File: src/rtl/rfa_pkg.sv
// ----------------------------------------------------------------------------
// rfa_pkg
// Shared types, codes and the control store for the range-add / range-sum
// Fenwick unit.
// ----------------------------------------------------------------------------
package rfa_pkg;

    localparam int CAPACITY_DEF = 1024;
    localparam logic [10:0] SIZE_RESET = 11'd1024;

    localparam logic [1:0] OP_CLEAR = 2'd0;
    localparam logic [1:0] OP_ADD   = 2'd1;
    localparam logic [1:0] OP_SUM   = 2'd2;
    localparam logic [1:0] OP_RSV   = 2'd3;

    typedef struct packed {
        logic [1:0]         opcode;
        logic [10:0]        left_index;
        logic [10:0]        right_index;
        logic signed [31:0] amount;
    } t_in_item;

    typedef struct packed {
        logic signed [63:0] range_sum;
        logic               status;
    } t_out_item;

    typedef struct packed {
        logic [63:0] diff;
        logic [63:0] wdiff;
    } t_tree_word;

    typedef logic [4:0] t_upc;

    typedef enum logic [3:0] {
        POS_HOLD, POS_LEFT, POS_END, POS_RIGHT, POS_LEFTM1,
        POS_UP, POS_DOWN, POS_ZERO, POS_INC
    } t_pos_op;

    typedef enum logic [1:0] {VAL_HOLD, VAL_AMT, VAL_NAMT} t_val_op;
    typedef enum logic [1:0] {WGT_HOLD, WGT_PROD, WGT_NPROD} t_wgt_op;
    typedef enum logic [1:0] {MUL_NONE, MUL_W, MUL_LO, MUL_HI} t_mul_op;
    typedef enum logic [1:0] {SUM_HOLD, SUM_CLR, SUM_ADD} t_sum_op;

    typedef enum logic [2:0] {
        ACC_HOLD, ACC_ADD_PROD, ACC_SUB_PROD, ACC_ADD_HI, ACC_SUB_HI,
        ACC_ADD_S2, ACC_SUB_S2
    } t_acc_op;

    typedef enum logic [2:0] {
        COND_NONE, COND_ALWAYS, COND_OUT, COND_ZERO, COND_MORE
    } t_cond;

    typedef struct packed {
        t_pos_op pos_op;
        t_val_op val_op;
        t_wgt_op wgt_op;
        t_mul_op mul_op;
        t_sum_op sum_op;
        t_acc_op acc_op;
        logic    mem_rd;
        logic    mem_wr;
        logic    wr_zero;
        logic    fin;
        t_cond   cond;
        t_upc    target;
    } t_uword;

    typedef struct packed {
        logic pos_zero;
        logic pos_out;
        logic pos_more;
    } t_dp_flags;

    localparam t_upc U_ADD       = 5'd0;
    localparam t_upc U_ADD_WALK1 = 5'd3;
    localparam t_upc U_ADD_END   = 5'd5;
    localparam t_upc U_ADD_WALK2 = 5'd8;
    localparam t_upc U_FIN       = 5'd10;
    localparam t_upc U_SUM       = 5'd11;
    localparam t_upc U_SUM_WALK1 = 5'd12;
    localparam t_upc U_SUM_MUL1  = 5'd14;
    localparam t_upc U_SUM_WALK2 = 5'd19;
    localparam t_upc U_SUM_MUL2  = 5'd21;
    localparam t_upc U_CLR       = 5'd25;
    localparam t_upc U_CLR_LOOP  = 5'd26;

    function automatic t_upc rfa_entry(input logic [1:0] op, input logic bad);
        t_upc pc;
        priority if (op == OP_CLEAR) begin
            pc = U_CLR;
        end else if (op == OP_RSV || bad) begin
            pc = U_FIN;
        end else if (op == OP_ADD) begin
            pc = U_ADD;
        end else begin
            pc = U_SUM;
        end
        return pc;
    endfunction

    function automatic t_uword rfa_ucode(input t_upc pc);
        t_uword uw;
        uw = '0;
        unique case (pc)
            5'd0: begin
                uw.pos_op = POS_LEFT;
                uw.val_op = VAL_AMT;
            end
            5'd1: begin
                uw.mul_op = MUL_W;
            end
            5'd2: begin
                uw.wgt_op = WGT_PROD;
            end
            5'd3: begin
                uw.mem_rd = 1'b1;
                uw.cond   = COND_OUT;
                uw.target = U_ADD_END;
            end
            5'd4: begin
                uw.mem_wr = 1'b1;
                uw.pos_op = POS_UP;
                uw.cond   = COND_ALWAYS;
                uw.target = U_ADD_WALK1;
            end
            5'd5: begin
                uw.pos_op = POS_END;
                uw.val_op = VAL_NAMT;
            end
            5'd6: begin
                uw.mul_op = MUL_W;
                uw.cond   = COND_OUT;
                uw.target = U_FIN;
            end
            5'd7: begin
                uw.wgt_op = WGT_NPROD;
            end
            5'd8: begin
                uw.mem_rd = 1'b1;
                uw.cond   = COND_OUT;
                uw.target = U_FIN;
            end
            5'd9: begin
                uw.mem_wr = 1'b1;
                uw.pos_op = POS_UP;
                uw.cond   = COND_ALWAYS;
                uw.target = U_ADD_WALK2;
            end
            5'd10: begin
                uw.fin = 1'b1;
            end
            5'd11: begin
                uw.pos_op = POS_RIGHT;
                uw.sum_op = SUM_CLR;
            end
            5'd12: begin
                uw.mem_rd = 1'b1;
                uw.cond   = COND_ZERO;
                uw.target = U_SUM_MUL1;
            end
            5'd13: begin
                uw.sum_op = SUM_ADD;
                uw.pos_op = POS_DOWN;
                uw.cond   = COND_ALWAYS;
                uw.target = U_SUM_WALK1;
            end
            5'd14: begin
                uw.mul_op = MUL_LO;
            end
            5'd15: begin
                uw.acc_op = ACC_ADD_PROD;
                uw.mul_op = MUL_HI;
            end
            5'd16: begin
                uw.acc_op = ACC_ADD_HI;
            end
            5'd17: begin
                uw.acc_op = ACC_SUB_S2;
            end
            5'd18: begin
                uw.pos_op = POS_LEFTM1;
                uw.sum_op = SUM_CLR;
            end
            5'd19: begin
                uw.mem_rd = 1'b1;
                uw.cond   = COND_ZERO;
                uw.target = U_SUM_MUL2;
            end
            5'd20: begin
                uw.sum_op = SUM_ADD;
                uw.pos_op = POS_DOWN;
                uw.cond   = COND_ALWAYS;
                uw.target = U_SUM_WALK2;
            end
            5'd21: begin
                uw.mul_op = MUL_LO;
            end
            5'd22: begin
                uw.acc_op = ACC_SUB_PROD;
                uw.mul_op = MUL_HI;
            end
            5'd23: begin
                uw.acc_op = ACC_SUB_HI;
            end
            5'd24: begin
                uw.acc_op = ACC_ADD_S2;
                uw.cond   = COND_ALWAYS;
                uw.target = U_FIN;
            end
            5'd25: begin
                uw.pos_op = POS_ZERO;
            end
            5'd26: begin
                uw.mem_wr  = 1'b1;
                uw.wr_zero = 1'b1;
                uw.pos_op  = POS_INC;
                uw.cond    = COND_MORE;
                uw.target  = U_CLR_LOOP;
            end
            5'd27: begin
                uw.cond   = COND_ALWAYS;
                uw.target = U_FIN;
            end
            default: begin
                uw.cond   = COND_ALWAYS;
                uw.target = U_FIN;
            end
        endcase
        return uw;
    endfunction

endpackage

File: src/rtl/rfa_datapath.sv
// ----------------------------------------------------------------------------
// rfa_datapath
// Position walker, shared multiplier, prefix sums and result accumulator,
// driven one control word per cycle.
// ----------------------------------------------------------------------------
module rfa_datapath #(
    parameter int CAPACITY = rfa_pkg::CAPACITY_DEF,
    parameter int AW       = $clog2(CAPACITY + 1)
) (
    input  logic                i_clk,
    input  logic                i_start,
    input  rfa_pkg::t_in_item   i_item,
    input  rfa_pkg::t_uword     i_uw,
    output rfa_pkg::t_dp_flags  o_flags,
    output logic [AW-1:0]       o_ram_addr,
    output logic                o_ram_rd,
    output logic                o_ram_wr,
    output rfa_pkg::t_tree_word o_ram_wdata,
    input  rfa_pkg::t_tree_word i_ram_rdata,
    output logic [63:0]         o_sum
);
    import rfa_pkg::*;

    localparam int PW  = AW + 1;
    localparam int MBW = PW + 1;
    localparam int PRW = 33 + MBW;

    logic [PW-1:0]        r_pos;
    logic [PW-1:0]        r_x;
    logic [PW-1:0]        r_left;
    logic [PW-1:0]        r_right;
    logic signed [31:0]   r_amt;
    logic [63:0]          r_val;
    logic [63:0]          r_wgt;
    logic [63:0]          r_prod;
    logic [63:0]          r_s1;
    logic [63:0]          r_s2;
    logic [63:0]          r_acc;

    logic [PW-1:0]        lowbit;
    logic [PW-1:0]        x_inc;
    logic [PW-1:0]        pos_new;
    logic [63:0]          amt64;
    logic signed [32:0]   mul_a;
    logic signed [MBW-1:0] mul_b;
    logic signed [PRW-1:0] mul_p;
    logic                 pos_zero;

    assign lowbit   = r_pos & (~r_pos + PW'(1));
    assign x_inc    = r_x + PW'(1);
    assign amt64    = 64'(r_amt);
    assign pos_zero = (r_pos == '0);

    assign o_flags.pos_zero = pos_zero;
    assign o_flags.pos_out  = pos_zero || (r_pos > PW'(CAPACITY));
    assign o_flags.pos_more = (r_pos != PW'(CAPACITY));

    always_comb begin
        unique case (i_uw.mul_op)
            MUL_W: begin
                mul_a = {r_amt[31], r_amt};
                mul_b = {1'b0, r_pos};
            end
            MUL_LO: begin
                mul_a = {1'b0, r_s1[31:0]};
                mul_b = {1'b0, x_inc};
            end
            MUL_HI: begin
                mul_a = {1'b0, r_s1[63:32]};
                mul_b = {1'b0, x_inc};
            end
            default: begin
                mul_a = '0;
                mul_b = '0;
            end
        endcase
    end

    assign mul_p = mul_a * mul_b;

    always_comb begin
        unique case (i_uw.pos_op)
            POS_LEFT:   pos_new = r_left;
            POS_END:    pos_new = r_right + PW'(1);
            POS_RIGHT:  pos_new = r_right;
            POS_LEFTM1: pos_new = r_left - PW'(1);
            POS_UP:     pos_new = r_pos + lowbit;
            POS_DOWN:   pos_new = r_pos - lowbit;
            POS_ZERO:   pos_new = '0;
            POS_INC:    pos_new = r_pos + PW'(1);
            default:    pos_new = r_pos;
        endcase
    end

    always_ff @(posedge i_clk) begin
        r_pos <= pos_new;
        if (i_uw.pos_op == POS_RIGHT || i_uw.pos_op == POS_LEFTM1) begin
            r_x <= pos_new;
        end

        if (i_start) begin
            r_left  <= PW'(i_item.left_index);
            r_right <= PW'(i_item.right_index);
            r_amt   <= i_item.amount;
        end

        unique case (i_uw.val_op)
            VAL_AMT:  r_val <= amt64;
            VAL_NAMT: r_val <= 64'd0 - amt64;
            default:  r_val <= r_val;
        endcase

        unique case (i_uw.wgt_op)
            WGT_PROD:  r_wgt <= r_prod;
            WGT_NPROD: r_wgt <= 64'd0 - r_prod;
            default:   r_wgt <= r_wgt;
        endcase

        if (i_uw.mul_op != MUL_NONE) begin
            r_prod <= 64'(mul_p);
        end

        unique case (i_uw.sum_op)
            SUM_CLR: begin
                r_s1 <= '0;
                r_s2 <= '0;
            end
            SUM_ADD: begin
                r_s1 <= r_s1 + i_ram_rdata.diff;
                r_s2 <= r_s2 + i_ram_rdata.wdiff;
            end
            default: begin
                r_s1 <= r_s1;
                r_s2 <= r_s2;
            end
        endcase

        if (i_start) begin
            r_acc <= '0;
        end else begin
            unique case (i_uw.acc_op)
                ACC_ADD_PROD: r_acc <= r_acc + r_prod;
                ACC_SUB_PROD: r_acc <= r_acc - r_prod;
                ACC_ADD_HI:   r_acc <= r_acc + {r_prod[31:0], 32'd0};
                ACC_SUB_HI:   r_acc <= r_acc - {r_prod[31:0], 32'd0};
                ACC_ADD_S2:   r_acc <= r_acc + r_s2;
                ACC_SUB_S2:   r_acc <= r_acc - r_s2;
                default:      r_acc <= r_acc;
            endcase
        end
    end

    assign o_ram_addr = r_pos[AW-1:0];
    assign o_ram_rd   = i_uw.mem_rd && !o_flags.pos_out;
    assign o_ram_wr   = i_uw.mem_wr;

    always_comb begin
        if (i_uw.wr_zero) begin
            o_ram_wdata = '0;
        end else begin
            o_ram_wdata.diff  = i_ram_rdata.diff + r_val;
            o_ram_wdata.wdiff = i_ram_rdata.wdiff + r_wgt;
        end
    end

    assign o_sum = r_acc;

endmodule

File: config.mk
export PLATFORM = sky130hd
export DESIGN_NAME = rfa_datapath
export DESIGN_NICKNAME = d
export VERILOG_FILES = /design/src/rtl/rfa_pkg.sv /design/src/rtl/rfa_datapath.sv
export SDC_FILE = /design/constraint.sdc
export NUM_CORES = 2
export LEC_CHECK = 0
export ABC_AREA = 1
export CAP_MARGIN = 20
export CORE_ASPECT_RATIO = 1.2
export CORE_MARGIN = 2
export CORE_UTILIZATION = 65
export CTS_CLUSTER_DIAMETER = 50
export DETAILED_ROUTE_END_ITERATION = 8
export DONT_BUFFER_PORTS = 1
export GPL_TIMING_DRIVEN = 1
export PLACE_DENSITY = 0.82
export REMOVE_ABC_BUFFERS = 1
export SYNTH_ARGS = -nofsm -noshare
export SYNTH_HDL_FRONTEND = slang
export SYNTH_SLANG_ARGS = --single-unit
File: constraint.sdc
create_clock -name i_clk -period 11.68 [get_ports i_clk]
set_input_delay 1.168 -clock i_clk [delete_from_list [all_inputs] [get_ports i_clk]]
set_output_delay 1.168 -clock i_clk [all_outputs]
set_load 0.02 [all_outputs]
==> run metrics <==
status complete, but fails checks; failing checks slew limit; Overflow after GRT 0; share of cells above drive strength 1 0.0314; Unique masters post-synth just under 70; Area Overhead vs Synth 5.63%; overall die width about 280 um; Arr. time, crit path 9.25 ns; port bufs 0; largest net degree at the start of global routing 97; Post-DRT Antenna Nets 0; cells after synthesis 9,098; Final Power between 10 and 15 mW; Iteration-0 DRC Markers 9,295; Cell Area, Synth between 50,000 and 60,000 um2; Setup TNS 0 ns; total CTS buffers 56; Post-synth top flop edfxtp_1; Root Buffer clkbuf_16; clk_lat worst skew ~0.7 ns; Synth area leader edfxtp_1; worst r2r src r_s1[49]$_SDFFCE_PP0P_; Die H 336 um; DIE AREA 94,400 um2; CP startpoint kind input port; Slew Limit Fails 3; HP Class flip-flop to flip-flop; CP Class input port to flip-flop; Hold Buf Count CTS 0; All-Layer GR Usage 0.511; cts repair resizes 0; Synth area leaders edfxtp_1 (16%), nand2_1 (12%), fa_1 (12%); Final Net Count 10,100; clk_skew between 0.07 and 0.08 ns; Worst Tran Pin Value ~1.6 ns; GPL Wtd Cong 1.15; endpoints failing hold 0; I/O pins between 400 and 500; Avg Vias per Cell between 6 and 7; critical path capture point type flip-flop; vias in the first global route 62,600; DRC 0; initial core utilization 0.657; Cell Pwr Density between 200 and 250 nW/um2; synthesis-stage register bit count 396; EDFF count, synth 320; WP data required 12.10 ns; commonest non-fill, non-tap cells in the layout nand2_1 (1,897), inv_1 (1,534), nor2_1 (1,280), a21oi_1 (788), o21ai_0 (642); hpwl dp 199,000 um; Fmax 0.113 GHz; final worst-path cycle share 0.756; Clock transition at path regs 0.06 ns; Max Cap Viol 0; final setup fails 0; top-area cell type share of the netlist area 0.161; worst-path fanout max 28; Mean Syn Cell Area between 6 and 7 um2; H-tree depth 2; Final Critical Period ~8.8 ns; # rows between 100 and 150; synth warn 0; most common cell after layout, fill and taps aside nand2_1; vias 66,400; HP Start r_amt[0]$_DFFE_PP_; first-pass GRT wire length about 360,000 um; Slew headroom -0.0442; asr flop ratio synth 0; WL per Instance between 20 and 25 um; peak supply drop about 0.17 mV; WL final approximately 250,000 um; CTS Buffer Depth 3; CTS sink cnt around 400; CP startpoint i_uw[17]; Leak 29.4 nW; floorplan core area roughly 90,000 um2; drt pass-1 iters 7; Post-CTS Setup Repair Bufs 0; RSZ-0062 raised after global routing no; initial antenna violation count 16; register area share after synthesis 0.186; CTS tree yes
[worst max-delay path: stages]
cell and delay, ns:
inv_1 0.07, nor2_1 0.08, inv_2 0.51, buf_4 0.36, nor2_1 0.07, a221oi_1 1.19, clkinv_1 0.76, nand2_1 0.31
fa_1 0.45, fa_1 0.54, inv_1 0.07, fa_1 0.46, fa_1 0.57, inv_1 0.07, fa_1 0.55, inv_1 0.06
ha_1 0.41, nand2_1 0.13, nor2_1 0.17, inv_1 0.08, nor2_1 0.14, inv_1 0.06, nor4_1 0.33, nand2_1 0.09
nand3_1 0.14, a31oi_1 0.20, xnor2_1 0.18
[stage by stage]
step | utilization | std cells | hold WS [ns] | instance area, um2 | setup slack (ns)
6_report | 0.694 | 10300 | 0.467 | 63100 | 2.85
4_1_cts | 0.692 | 10300 | 0.464 | 62900 | 3.47
5_1_grt | 0.694 | 10300 | 0.470 | 63100 | 2.72
3_5_place_dp | 0.670 | 10200 | 0.470 | 61000 | 2.84
3_3_place_gp | 0.670 | 10200 | 0.455 | 61000 | 3.08
2_1_floorplan | - | 8938 | 0.426 | 59100 | 3.82
[cell families after synthesis]
family                   synth area share
flip-flops                          0.186
adder cells (fa/ha/maj)             0.216
AO/OA/AOI/OAI                       0.189
AND/OR/NAND/NOR                     0.270
XOR/XNOR                           0.0264
buffers and inverters               0.111
[report_power, final]
group / switching (mW) / internal [mW]
combinational: 5.83 / 2.58
sequential: 0.713 / 1.99
clock: 0.785 / 1.02
[cell usage after synthesis (34+ instances only)]
master,count
o211ai_1,51
fa_1,354
o21bai_1,63
dfxtp_1,76
nor3_1,107
nand3_1,413
nand4_1,73
a21o_1,72
o21a_1,54
ha_1,467
edfxtp_1,320
clkbuf_1,103
o21ai_0,643
nand2_1,1898
a21oi_1,788
nor4_1,52
o21ai_1,91
xnor2_1,63
xor2_1,117
inv_2,34
nor2_1,1281
inv_1,1537
a31oi_1,111
[per-layer routing]
metal,part of all wire,global-route usage,wire length (um),up-vias
met5,0.00018,0.000513,44,-
met2,0.42,0.783,104000,5013
met4,0.12,0.484,30200,8
met1,0.33,0.578,81500,29900
met3,0.13,0.135,31800,1628
li1,-,-,-,29800
[area by class of cell]
class | count | area (um2)
Inverter | 1585 | 5950
Clock buffer | 64 | 1450
Clock inverter | 41 | 510
Sequential cell | 396 | 11100
Timing Repair Buffer | 56 | 463
Fill cell | 7805 | 27900
Multi-Input combinational cell | 6957 | 42000
Tap cell | 1230 | 1540
Antenna cell | 20 | 50.0
[sequential cells by signal, indices dropped and copies added (netlist names)]
name,flops
r_x,12
r_s2,64
r_s1,64
r_amt,32
r_wgt,47
r_prod,46
r_left,11
r_val,33
o_sum,64
r_right,11
r_pos,12
[path summary, 6_finish.rpt]
check | to | slack [ns] | cells past startpoint
worst max register to register | r_prod[33]$_DFFE_PP_ | 3.83 | 22
worst max-delay path | r_prod[33]$_DFFE_PP_ | 2.85 | 27
worst min-delay path | r_val[0]$_DFFE_PP_ | 0.47 | 0
worst min register to register | r_val[0]$_DFFE_PP_ | 0.47 | 0
(Power assumes the default switching activity.)
