[src/rtl/rfa_pkg.sv]
// ----------------------------------------------------------------------------
// rfa_pkg
// Shared types, codes and the control store for the range-add / range-sum
// Fenwick unit.
// ----------------------------------------------------------------------------
package rfa_pkg;

    localparam int CAPACITY_DEF = 1024;
    localparam logic [10:0] SIZE_RESET = 11'd1024;

    localparam logic [1:0] OP_CLEAR = 2'd0;
    localparam logic [1:0] OP_ADD   = 2'd1;
    localparam logic [1:0] OP_SUM   = 2'd2;
    localparam logic [1:0] OP_RSV   = 2'd3;

    typedef struct packed {
        logic [1:0]         opcode;
        logic [10:0]        left_index;
        logic [10:0]        right_index;
        logic signed [31:0] amount;
    } t_in_item;

    typedef struct packed {
        logic signed [63:0] range_sum;
        logic               status;
    } t_out_item;

    typedef struct packed {
        logic [63:0] diff;
        logic [63:0] wdiff;
    } t_tree_word;

    typedef logic [4:0] t_upc;

    typedef enum logic [3:0] {
        POS_HOLD, POS_LEFT, POS_END, POS_RIGHT, POS_LEFTM1,
        POS_UP, POS_DOWN, POS_ZERO, POS_INC
    } t_pos_op;

    typedef enum logic [1:0] {VAL_HOLD, VAL_AMT, VAL_NAMT} t_val_op;
    typedef enum logic [1:0] {WGT_HOLD, WGT_PROD, WGT_NPROD} t_wgt_op;
    typedef enum logic [1:0] {MUL_NONE, MUL_W, MUL_LO, MUL_HI} t_mul_op;
    typedef enum logic [1:0] {SUM_HOLD, SUM_CLR, SUM_ADD} t_sum_op;

    typedef enum logic [2:0] {
        ACC_HOLD, ACC_ADD_PROD, ACC_SUB_PROD, ACC_ADD_HI, ACC_SUB_HI,
        ACC_ADD_S2, ACC_SUB_S2
    } t_acc_op;

    typedef enum logic [2:0] {
        COND_NONE, COND_ALWAYS, COND_OUT, COND_ZERO, COND_MORE
    } t_cond;

    typedef struct packed {
        t_pos_op pos_op;
        t_val_op val_op;
        t_wgt_op wgt_op;
        t_mul_op mul_op;
        t_sum_op sum_op;
        t_acc_op acc_op;
        logic    mem_rd;
        logic    mem_wr;
        logic    wr_zero;
        logic    fin;
        t_cond   cond;
        t_upc    target;
    } t_uword;

    typedef struct packed {
        logic pos_zero;
        logic pos_out;
        logic pos_more;
    } t_dp_flags;

    localparam t_upc U_ADD       = 5'd0;
    localparam t_upc U_ADD_WALK1 = 5'd3;
    localparam t_upc U_ADD_END   = 5'd5;
    localparam t_upc U_ADD_WALK2 = 5'd8;
    localparam t_upc U_FIN       = 5'd10;
    localparam t_upc U_SUM       = 5'd11;
    localparam t_upc U_SUM_WALK1 = 5'd12;
    localparam t_upc U_SUM_MUL1  = 5'd14;
    localparam t_upc U_SUM_WALK2 = 5'd19;
    localparam t_upc U_SUM_MUL2  = 5'd21;
    localparam t_upc U_CLR       = 5'd25;
    localparam t_upc U_CLR_LOOP  = 5'd26;

    function automatic t_upc rfa_entry(input logic [1:0] op, input logic bad);
        t_upc pc;
        priority if (op == OP_CLEAR) begin
            pc = U_CLR;
        end else if (op == OP_RSV || bad) begin
            pc = U_FIN;
        end else if (op == OP_ADD) begin
            pc = U_ADD;
        end else begin
            pc = U_SUM;
        end
        return pc;
    endfunction

    function automatic t_uword rfa_ucode(input t_upc pc);
        t_uword uw;
        uw = '0;
        unique case (pc)
            5'd0: begin
                uw.pos_op = POS_LEFT;
                uw.val_op = VAL_AMT;
            end
            5'd1: begin
                uw.mul_op = MUL_W;
            end
            5'd2: begin
                uw.wgt_op = WGT_PROD;
            end
            5'd3: begin
                uw.mem_rd = 1'b1;
                uw.cond   = COND_OUT;
                uw.target = U_ADD_END;
            end
            5'd4: begin
                uw.mem_wr = 1'b1;
                uw.pos_op = POS_UP;
                uw.cond   = COND_ALWAYS;
                uw.target = U_ADD_WALK1;
            end
            5'd5: begin
                uw.pos_op = POS_END;
                uw.val_op = VAL_NAMT;
            end
            5'd6: begin
                uw.mul_op = MUL_W;
                uw.cond   = COND_OUT;
                uw.target = U_FIN;
            end
            5'd7: begin
                uw.wgt_op = WGT_NPROD;
            end
            5'd8: begin
                uw.mem_rd = 1'b1;
                uw.cond   = COND_OUT;
                uw.target = U_FIN;
            end
            5'd9: begin
                uw.mem_wr = 1'b1;
                uw.pos_op = POS_UP;
                uw.cond   = COND_ALWAYS;
                uw.target = U_ADD_WALK2;
            end
            5'd10: begin
                uw.fin = 1'b1;
            end
            5'd11: begin
                uw.pos_op = POS_RIGHT;
                uw.sum_op = SUM_CLR;
            end
            5'd12: begin
                uw.mem_rd = 1'b1;
                uw.cond   = COND_ZERO;
                uw.target = U_SUM_MUL1;
            end
            5'd13: begin
                uw.sum_op = SUM_ADD;
                uw.pos_op = POS_DOWN;
                uw.cond   = COND_ALWAYS;
                uw.target = U_SUM_WALK1;
            end
            5'd14: begin
                uw.mul_op = MUL_LO;
            end
            5'd15: begin
                uw.acc_op = ACC_ADD_PROD;
                uw.mul_op = MUL_HI;
            end
            5'd16: begin
                uw.acc_op = ACC_ADD_HI;
            end
            5'd17: begin
                uw.acc_op = ACC_SUB_S2;
            end
            5'd18: begin
                uw.pos_op = POS_LEFTM1;
                uw.sum_op = SUM_CLR;
            end
            5'd19: begin
                uw.mem_rd = 1'b1;
                uw.cond   = COND_ZERO;
                uw.target = U_SUM_MUL2;
            end
            5'd20: begin
                uw.sum_op = SUM_ADD;
                uw.pos_op = POS_DOWN;
                uw.cond   = COND_ALWAYS;
                uw.target = U_SUM_WALK2;
            end
            5'd21: begin
                uw.mul_op = MUL_LO;
            end
            5'd22: begin
                uw.acc_op = ACC_SUB_PROD;
                uw.mul_op = MUL_HI;
            end
            5'd23: begin
                uw.acc_op = ACC_SUB_HI;
            end
            5'd24: begin
                uw.acc_op = ACC_ADD_S2;
                uw.cond   = COND_ALWAYS;
                uw.target = U_FIN;
            end
            5'd25: begin
                uw.pos_op = POS_ZERO;
            end
            5'd26: begin
                uw.mem_wr  = 1'b1;
                uw.wr_zero = 1'b1;
                uw.pos_op  = POS_INC;
                uw.cond    = COND_MORE;
                uw.target  = U_CLR_LOOP;
            end
            5'd27: begin
                uw.cond   = COND_ALWAYS;
                uw.target = U_FIN;
            end
            default: begin
                uw.cond   = COND_ALWAYS;
                uw.target = U_FIN;
            end
        endcase
        return uw;
    endfunction

endpackage

[src/rtl/rfa_sequencer.sv]
// ----------------------------------------------------------------------------
// rfa_sequencer
// Step counter over the control store, with conditional jumps and dispatch
// to the program entry of each transfer.
// ----------------------------------------------------------------------------
module rfa_sequencer (
    input  logic               i_clk,
    input  logic               i_rst_n,
    input  logic               i_start,
    input  rfa_pkg::t_upc      i_entry,
    input  rfa_pkg::t_dp_flags i_flags,
    input  logic               i_out_free,
    output logic               o_busy,
    output logic               o_done,
    output rfa_pkg::t_uword    o_uw
);
    import rfa_pkg::*;

    t_upc   r_pc;
    logic   r_busy;
    t_uword uw_rom;
    logic   taken;

    assign uw_rom = rfa_ucode(r_pc);
    assign o_uw   = r_busy ? uw_rom : '0;
    assign o_busy = r_busy;
    assign o_done = r_busy && uw_rom.fin && i_out_free;

    always_comb begin
        unique case (uw_rom.cond)
            COND_ALWAYS: taken = 1'b1;
            COND_OUT:    taken = i_flags.pos_out;
            COND_ZERO:   taken = i_flags.pos_zero;
            COND_MORE:   taken = i_flags.pos_more;
            default:     taken = 1'b0;
        endcase
    end

    always_ff @(posedge i_clk) begin
        if (!i_rst_n) begin
            r_busy <= 1'b1;
            r_pc   <= U_CLR;
        end else if (i_start) begin
            r_busy <= 1'b1;
            r_pc   <= i_entry;
        end else if (r_busy) begin
            if (uw_rom.fin) begin
                if (i_out_free) begin
                    r_busy <= 1'b0;
                end
            end else if (taken) begin
                r_pc <= uw_rom.target;
            end else begin
                r_pc <= r_pc + 5'd1;
            end
        end
    end

endmodule

[config.mk]
export PLATFORM = sky130hd
export DESIGN_NAME = rfa_sequencer
export DESIGN_NICKNAME = d
export VERILOG_FILES = /design/src/rtl/rfa_pkg.sv /design/src/rtl/rfa_sequencer.sv
export SDC_FILE = /design/constraint.sdc
export NUM_CORES = 1
export LEC_CHECK = 0
export ABC_CLOCK_PERIOD_IN_PS = 2300
export BUFFER_PORTS_ARGS = -buffer_cell sky130_fd_sc_hd__buf_2
export CAP_MARGIN = 20
export CORE_AREA = 2 2 50 64
export DETAILED_ROUTE_END_ITERATION = 8
export DIE_AREA = 0 0 52 66
export PLACE_DENSITY = 0.75
export SYNTH_ARGS = -nofsm -noshare
export SYNTH_HDL_FRONTEND = slang
export SYNTH_SLANG_ARGS = --single-unit
export TNS_END_PERCENT = 1
[constraint.sdc]
create_clock -name i_clk -period 2.3 [get_ports i_clk]
set_input_delay 0.345 -clock i_clk [delete_from_list [all_inputs] [get_ports i_clk]]
set_output_delay 0.345 -clock i_clk [all_outputs]
set_load 0.02 [all_outputs]
==> flow_summary.ini, run 1 <==
[outcome]
status = finished, violations left
violations = setup timing

[power_and_ir_drop]
p_leak_nw = 0.905
pwr_density_cell_nw_per_um2 = 1080
power_w = 0.00211
vdd_ir_drop_max_mv = 0.644
p_sw_w = 0.00106
netSwitchingFraction_pct = 49.9
combinationalPowerShare_pct = 85.5
internal-power_w = 0.00106
power_frac_seq_pct = 9.7
p_clk_share_pct = 4.8

[placed_design]
io_buffers = 40
pre_cts_slack_ns = -0.0309
place.gp.congestion = 0.933
post-dp-hpwl_mm = 3.38

[timing]
max_slew_margin_pct = 52.4
max_freq_mhz = 429
post-route-min-period_ns = 2.33
fin_crit_sh_pct = 101
skew_ns = 0.00540
hold_viol_final = 0
rsz0062_at_grt = true
setup_viol = 3
finalMaxSlewViolations = 0
fin_ws_ns = -0.0296
worst_pin_slew_ns = 0.714

[layout]
fillers = 247
drive_gt1_share_pct = 46.4
antenna_cells = 0
layout.nets = 280
synthToLayoutAreaGrowth_pct = 51.7

[logic_synthesis]
yosysUniqueCellTypes = 55
synth.cell_area_um2 = 1290
syn_avg_cell_area_um2 = 6.61
yosysSeqAreaShare_pct = 9.32
ys.flop_type = dfxtp_1
synth.ff_latch_count = 6
synth_edf_count = 0
async_flop_share_pct = 0
yosys_warnings = 0
synthCells = 195
synth_nets = 212

[clock_network]
cts.sink_count = 6
clk_pin_slew_ns = 0.04
hold_buffers = 0
cts_buffers = 3
worstSkewPairLatency_ns = 0.25
htree_levels = 1
clock_path_buffers = 2
cts_root_buf = clkbuf_4
cts_tree = yes

[global_route]
grt.busiest_layer = met2
use_met2_pct = 50.3
met3_usage_pct = 2.49
grt_pass1_vias = 1601
use_met1_pct = 30.5
grt_first_pass_wirelength_mm = 7.26
antenna_found_initial = 0
overflow = 0
grt_use_total_pct = 27.8
grt_start_max_net_pins = 29

[critical_path]
cp_cell_sequence = inv_4 > ha_4 > mux2_4 > nand2_4 > o311a_1 > nand4_1 > buf_6 > a31oi_4 > buf_6
cp_max_fo = 7
path_class = register to output port
slowest_stage = dfxtp_4
worstPathRequired_ns = 1.96
r2r_cells = 10
cp_data_arrival_time_ns = 1.98
slowest_delay_ns = 0.39
rr_endpoint = r_pc[1]
path_common_cell = buf_6
r2r_slack_ns = 0.05
worstReg2RegStart = r_pc[0]
start_kind = register
cp-end-kind = output port

[hold_path]
hp-class = input port to register
hold_end = o_busy
hold-path-cell-count = 2
min_from = i_out_free

[floorplan]
ioPinCount = 41
dieArea_um2 = 3430
die_h_um = 66
die_w_um = 52
core_um2 = 2840
initial_core_util_pct = 45.5
num_rows = 22

[flow_run]
max_cap_violations = 0

[drt]
drtAntennaViolNets = 0
drt_first_iter_violations = 50
wl_per_cell_um = 15.7
drc = 0
drt_pre_antenna_iters = 6
vias = 1751
drt-vias-per-instance = 5.90
wirelength_mm = 4.66
## power by group through the flow
stage	Clock (W)	Combinational, W	Sequential, W
after global placement	0	0.00150	0.000178
after CTS	0.000102	0.00168	0.000200
final	0.000102	0.00181	0.000205
after floorplan	0	0.00106	0.000153
after global routing	0.000113	0.00193	0.000207
after detailed placement	0	0.00151	0.000180
## area by class of cell
type                            count  area, µm²  share of cell area [%]
Clock buffer                        3       22.5                    1.15
Sequential cell                     6        130                    6.65
Timing Repair Buffer               81        549                    28.1
Multi-Input combinational cell    164       1180                    60.2
Inverter                            7       31.3                    1.60
Tap cell                           36       45.0                    2.30
## flip-flops by register name, indices dropped and copies added (netlist names)
register	count
r_pc	5
o_busy	1
## worst max-delay path, delay by kind of cell (launching register included)
| kind | cells | cell delay (ns) |
|---|---|---|
| flip-flops | 1 | 0.39 |
| buffers and inverters | 3 | 0.37 |
| AO/OA/AOI/OAI | 2 | 0.30 |
| multiplexers | 1 | 0.29 |
| adder cells (fa/ha/maj) | 1 | 0.18 |
| AND/OR/NAND/NOR | 2 | 0.18 |
## layer usage
metal | vias up | share of wire, %
li1 | 835 | -
met1 | 816 | 38
met5 | - | 0
met4 | 0 | 3.2
met2 | 80 | 54
met3 | 20 | 4.7
## worst max-delay path by stage
| stage | cells past startpoint | from | end |
|---|---|---|---|
| after floorplan | 10 | r_pc[3] | o_uw[3] |
| after global placement | 9 | r_pc[0] | o_uw[25] |
| after detailed placement | 9 | r_pc[0] | o_uw[25] |
| after CTS | 10 | r_pc[1] | o_uw[3] |
| after global routing | 9 | r_pc[1] | o_uw[3] |
| final | 9 | r_pc[1] | o_uw[3] |
## synth_stat cells (all sizes together) (2+ instances only)
| library cell | number | area, µm² |
|---|---|---|
| buf | 13 | 95.1 |
| nand4bb | 2 | 22.5 |
| clkbuf | 5 | 18.8 |
| a211oi | 2 | 15.0 |
| nand4b | 3 | 32.5 |
| o211ai | 2 | 15.0 |
| and2 | 4 | 25.0 |
| a21oi | 24 | 120 |
| nor3 | 6 | 35.0 |
| ha | 5 | 62.6 |
| a22oi | 2 | 20.0 |
| inv | 7 | 26.3 |
| a31oi | 4 | 25.0 |
| nor2b | 11 | 68.8 |
| a21o | 3 | 22.5 |
| nand3 | 3 | 15.0 |
| dfxtp | 6 | 120 |
| nor3b | 2 | 20.0 |
| mux2 | 3 | 41.3 |
| a2111oi | 2 | 23.8 |
| and3 | 3 | 18.8 |
| nand2b | 4 | 25.0 |
| o21ai | 13 | 65.1 |
| nand2 | 19 | 71.3 |
| nor2 | 26 | 97.6 |
| nand4 | 2 | 12.5 |
## stage by stage
step           utilization [%]  setup TNS [ns]  area [µm²]  std cells  hold WS (ns)
3_5_place_dp              61.3         -0.0368        1740        288         0.581
4_1_cts                   66.9        -0.00155        1900        296         0.323
5_1_grt                   69.0          -0.851        1960        297         0.302
2_1_floorplan                -               0        1340        195         0.434
6_report                  69.0         -0.0770        1960        297         0.314
3_3_place_gp              61.3               0        1740        288         0.573
## cells in the final DEF (no fill, tap or decap), drive strengths merged, types with 2 or more instances in the layout
| cell | instances |
|---|---|
| mux2 | 3 |
| nor2 | 26 |
| and3 | 3 |
| a21o | 3 |
| nand2b | 4 |
| nand3 | 3 |
| inv | 7 |
| buf | 81 |
| o211ai | 2 |
| nor2b | 11 |
| a2111oi | 2 |
| o21ai | 13 |
| clkbuf | 3 |
| a31oi | 4 |
| dfxtp | 6 |
| nor3b | 2 |
| nand2 | 19 |
| ha | 5 |
| a211oi | 2 |
| nor3 | 6 |
| nand4bb | 2 |
| nand4b | 3 |
| nand4 | 2 |
| a22oi | 2 |
| a21oi | 24 |
| and2 | 4 |
## cells by family (layout without fill, tap and decap cells)
family | count (synthesis) | after routing | share of synthesized area [%]
and+or+nand+nor | 91 | 91 | 38.5
AOI/OAI and AO/OA | 63 | 63 | 31.8
buffers and inverters | 25 | 91 | 10.9
DFF | 6 | 6 | 9.32
adders and majority gates | 5 | 5 | 4.85
muxes | 3 | 3 | 3.20
xor gates and xnor gates | 2 | 2 | 1.36
## what timing repair did
item                       4_1_cts  5_1_grt
resized for setup               30       12
setup endpoints to repair       11        8
setup buffers                    5        1
pin swaps                        8        5
Power figures use the tool's default switching activity.
==> inputs of run 2 (changes only) <==
ABC_CLOCK_PERIOD_IN_PS = 2870   (was 2300)
CORE_AREA = 2 2 47 60   (was 2 2 50 64)
DIE_AREA = 0 0 49 62   (was 0 0 52 66)
PLACE_DENSITY = 0.81   (was 0.75)
clock period = 2.87 ns   (was 2.3 ns; I/O delays follow)
==> flow_summary.ini, run 2 (synthesis results as in run 1) <==
[floorplan]
core_um2 = 2550
ioPinCount = 41
dieArea_um2 = 3040
die_w_um = 49
initial_core_util_pct = 50.6
die_h_um = 62
num_rows = 21

[drt]
drt-vias-per-instance = 6.00
wl_per_cell_um = 14.6
vias = 1573
drt_first_iter_violations = 89
wirelength_mm = 3.82
drt_pre_antenna_iters = 4
drc = 0
drtAntennaViolNets = 0

[timing]
rsz0062_at_grt = false
setup_viol = 0
finalMaxSlewViolations = 0
max_freq_mhz = 359
skew_ns = 0.00315
max_slew_margin_pct = 56.3
worst_pin_slew_ns = 0.655
fin_crit_sh_pct = 97.1
post-route-min-period_ns = 2.79
hold_viol_final = 0
final.setup.tns_ns = 0

[layout]
drive_gt1_share_pct = 29.4
top_register = r_pc
layout.nets = 247
synthToLayoutAreaGrowth_pct = 17.1
largest_reg_flops = 5
layout_common_cells = 40 x buf_2, 26 x nor2_1, 24 x a21oi_1, 19 x nand2_1, 11 x nor2b_1
antenna_cells = 0
stdcell_area_um2 = 1510
final_common_cell = buf_2

[global_route]
overflow = 0
antenna_found_initial = 0
grt_pass1_vias = 1333
grt_start_max_net_pins = 40
grt_use_total_pct = 24.6
grt_first_pass_wirelength_mm = 5.88

[critical_path]
slowest_delay_ns = 0.51
worstPathRequired_ns = 2.44
start_kind = register
cp_max_fo = 17
rr_endpoint = r_pc[0]
r2r_cells = 8
path_class = register to output port
path_common_cell = a21oi_1
slowest_stage = dfxtp_1
cp_cell_sequence = buf_4 > and3_1 > ha_1 > a21oi_1 > nand4_1 > a21oi_1 > buf_2
worstReg2RegStart = r_pc[2]
cp_data_arrival_time_ns = 2.36
r2r_slack_ns = 0.37
cp-end-kind = output port

[outcome]
status = complete, no violations

[clock_network]
hold_buffers = 0
cts_root_buf = clkbuf_4
cts_tree = yes
clk_pin_slew_ns = 0.05
cts_buffers = 3
htree_levels = 1
worstSkewPairLatency_ns = 0.26
cts.sink_count = 6
clock_path_buffers = 2

[placed_design]
place_area_um2 = 1470
io_buffers = 40
post-dp-hpwl_mm = 2.80
place.gp.congestion = 0.944

[hold_path]
hold-path-cell-count = 2
hp-class = input port to register
min_from = i_out_free
hold_end = o_busy

[power_and_ir_drop]
pwr_density_cell_nw_per_um2 = 816
p_leak_nw = 0.703
vdd_ir_drop_max_mv = 0.562

[flow_run]
max_cap_violations = 0
==> run 2: cell count changes in the layout (fill, tap and decap cells not counted), sizes merged <==
cell / previous run / this run
buf: 81 / 48
==> run 2: per-stage QoR <==
stage | worst slack, ns | power, W | utilization, % | hold slack [ns] | std cells
final | 0.0841 | 0.00123 | 59.2 | 0.386 | 262
after global routing | 0.0160 | 0.00132 | 59.2 | 0.410 | 262
after CTS | 0.0778 | 0.00120 | 58.6 | 0.388 | 261
after detailed placement | 0.362 | 0.00110 | 57.7 | 0.592 | 258
after global placement | 0.314 | 0.00110 | 57.7 | 0.583 | 258
after floorplan | 0.310 | 0.000888 | - | 0.519 | 195
==> run 2: worst max path at each step <==
stage / startpoint / endpoint / cells after the start
after floorplan: r_pc[3] / o_uw[5] / 10
after global placement: r_pc[0] / o_uw[3] / 7
after detailed placement: r_pc[1] / o_uw[5] / 8
after CTS: r_pc[1] / o_uw[5] / 8
after global routing: r_pc[2] / o_uw[3] / 7
final: r_pc[2] / o_uw[5] / 7
==> run 2: layer usage <==
metal  vias to the layer above  share of wire (%)  track usage, %  wire length, µm
met2                        92                 51            47.0             1940
met1                       704                 40            29.0             1540
met5                         -                  0               0                0
li1                        770                  -               -                -
met3                         7                7.6            2.87              292
met4                         0                1.4            8.57               52
==> run 2: power by group <==
group	switching [W]	internal (W)	leakage (nW)	total [W]
Combinational	0.000592	0.000391	0.639	0.000983
Clock	0.0000368	0.0000477	0.0138	0.0000845
Sequential	0.0000586	0.000105	0.0497	0.000163
Total	0.000687	0.000544	0.703	0.00123
==> run 2: critical path, delay by kind of cell (launching register included) <==
family / cells / cell delay (ns)
buffers and inverters: 2 / 0.46
DFF: 1 / 0.51
AOI/OAI and AO/OA: 2 / 0.45
and+or+nand+nor: 2 / 0.45
adders and majority gates: 1 / 0.21
==> run 2: what timing repair did <==
item / in CTS / in global routing
gates resized for setup: 0 / 4
setup buffers: 0 / 1
endpoints found under the setup margin: 0 / 4
==> run 2: layout make-up <==
cell class | count | area [µm²]
Clock buffer | 3 | 22.5
Fill cell | 251 | 1040
Inverter | 7 | 26.3
Multi-Input combinational cell | 164 | 1040
Sequential cell | 6 | 121
Tap cell | 34 | 42.5
Timing Repair Buffer | 48 | 260
==> inputs of run 3 (changes only) <==
RECOVER_POWER = 50   (was unset)
==> flow_summary.ini, run 3 (synthesis results as in run 1) <==
[placed_design]
place.detailed.instances = 258
post-dp-hpwl_mm = 2.80
pre_cts_slack_ns = 0.362
io_buffers = 40
place.gp.congestion = 0.944

[drt]
drt-vias-per-instance = 5.98
vias = 1566
wirelength_mm = 3.84
drc = 0
drtAntennaViolNets = 0
drt_pre_antenna_iters = 5
drt_first_iter_violations = 86
wl_per_cell_um = 14.6

[critical_path]
r2r_slack_ns = 0.36
start_kind = register
cpLargestDelayFamily = flip-flops
cp_data_arrival_time_ns = 2.36
slowest_stage = dfxtp_1
path_common_cell = a21oi_1
slowest_delay_ns = 0.51
path_buf_inv = 2
cp_cell_sequence = buf_4 > and3_1 > ha_1 > a21oi_1 > nand4_1 > a21oi_1 > buf_2
cp-end-kind = output port
path_class = register to output port
cp_max_fo = 17
worstPathRequired_ns = 2.44

[timing]
post-route-min-period_ns = 2.79
finalMaxSlewViolations = 0
final.setup.tns_ns = 0
rsz0062_at_grt = false
worst_pin_slew_ns = 0.651
fin_ws_ns = 0.0784
fin_crit_sh_pct = 97.3
setup_viol = 0
max_slew_margin_pct = 56.6
max_freq_mhz = 358
hold_viol_final = 0
skew_ns = 0.00497

[outcome]
status = complete, no violations

[clock_network]
hold_buffers = 0
clk_pin_slew_ns = 0.05
cts_root_buf = clkbuf_4
clock_path_buffers = 2
cts.sink_count = 6
worstSkewPairLatency_ns = 0.26
cts_tree = yes
htree_levels = 1
cts_buffers = 3

[hold_path]
hp-class = input port to register

[global_route]
grt_start_max_net_pins = 40
grt_use_total_pct = 24.6
overflow = 0
antenna_found_initial = 0
grt_pass1_vias = 1333
grt_first_pass_wirelength_mm = 5.88

[layout]
top_register = r_pc
largest_reg_flops = 5
synthToLayoutAreaGrowth_pct = 15.5
final_common_cell = buf_2
drive_gt1_share_pct = 24.1
layout.nets = 247
antenna_cells = 0
layout_common_cells = 30 x buf_2, 26 x nor2_1, 24 x a21oi_1, 19 x nand2_1
finalNonFillerCells = 262

[floorplan]
die_h_um = 62
die_w_um = 49
num_rows = 21
core_um2 = 2550
dieArea_um2 = 3040
initial_core_util_pct = 50.6
ioPinCount = 41

[power_and_ir_drop]
vdd_ir_drop_max_mv = 0.565
pwr_density_cell_nw_per_um2 = 815
p_leak_nw = 0.653
power_w = 0.00121

[flow_run]
max_cap_violations = 0
==> run 3: cell types whose count changed in the layout (fill, tap and decap cells not counted), sizes merged <==
cell    before  now
buf         48   37
clkbuf       3   14
==> run 3: worst register-to-register path, cell delays in order, from the launching register on <==
cell and delay (ns):
dfxtp_1 0.51, buf_4 0.28, and3_1 0.17, ha_1 0.21, a21oi_1 0.23, nand4_1 0.28
buf_4 0.23, a2111oi_0 0.37, nand4b_1 0.16
==> run 3: where the power goes <==
part,total [W],internal [W],switching (W),leakage (nW)
clock,0.0000847,0.0000477,0.0000370,0.0138
sequential,0.000163,0.000105,0.0000580,0.0497
combinational,0.000966,0.000376,0.000590,0.589
==> run 3: per-stage QoR <==
| step | hold WS, ns | utilization [%] | area (µm²) |
|---|---|---|---|
| final | 0.389 | 58.4 | 1490 |
| after global routing | 0.410 | 58.4 | 1490 |
| after CTS | 0.388 | 58.6 | 1490 |
| after detailed placement | 0.592 | 57.7 | 1470 |
| after global placement | 0.583 | 57.7 | 1470 |
| after floorplan | 0.519 | - | 1290 |
==> run 3: layout make-up <==
cell class / instances / area, µm²
timing repair buffer: 48 / 244
clock buffer: 3 / 22.5
fill: 260 / 1060
inverter: 7 / 26.3
multi-input combinational: 164 / 1030
sequential: 6 / 121
tap: 34 / 42.5
==> run 3: worst paths after layout <==
kind,start,endpoint,depth (start not counted)
max,r_pc[2],o_uw[5],7
min,i_out_free,o_busy,2
max reg2reg,r_pc[2],r_pc[0],8
min reg2reg,r_pc[0],r_pc[0],2
==> run 3: routing by layer <==
metal,vias to the layer above,GRT usage (%),share of wire (%)
met5,-,0,0
met4,0,8.57,1.4
met3,7,2.87,6.6
met2,81,47.0,50
met1,707,29.0,42
li1,771,-,-
==> run 3: what timing repair did <==
item | in CTS | in global routing
endpoints found under the setup margin | 0 | 4
setup buffers | 0 | 1
resized for setup | 0 | 4
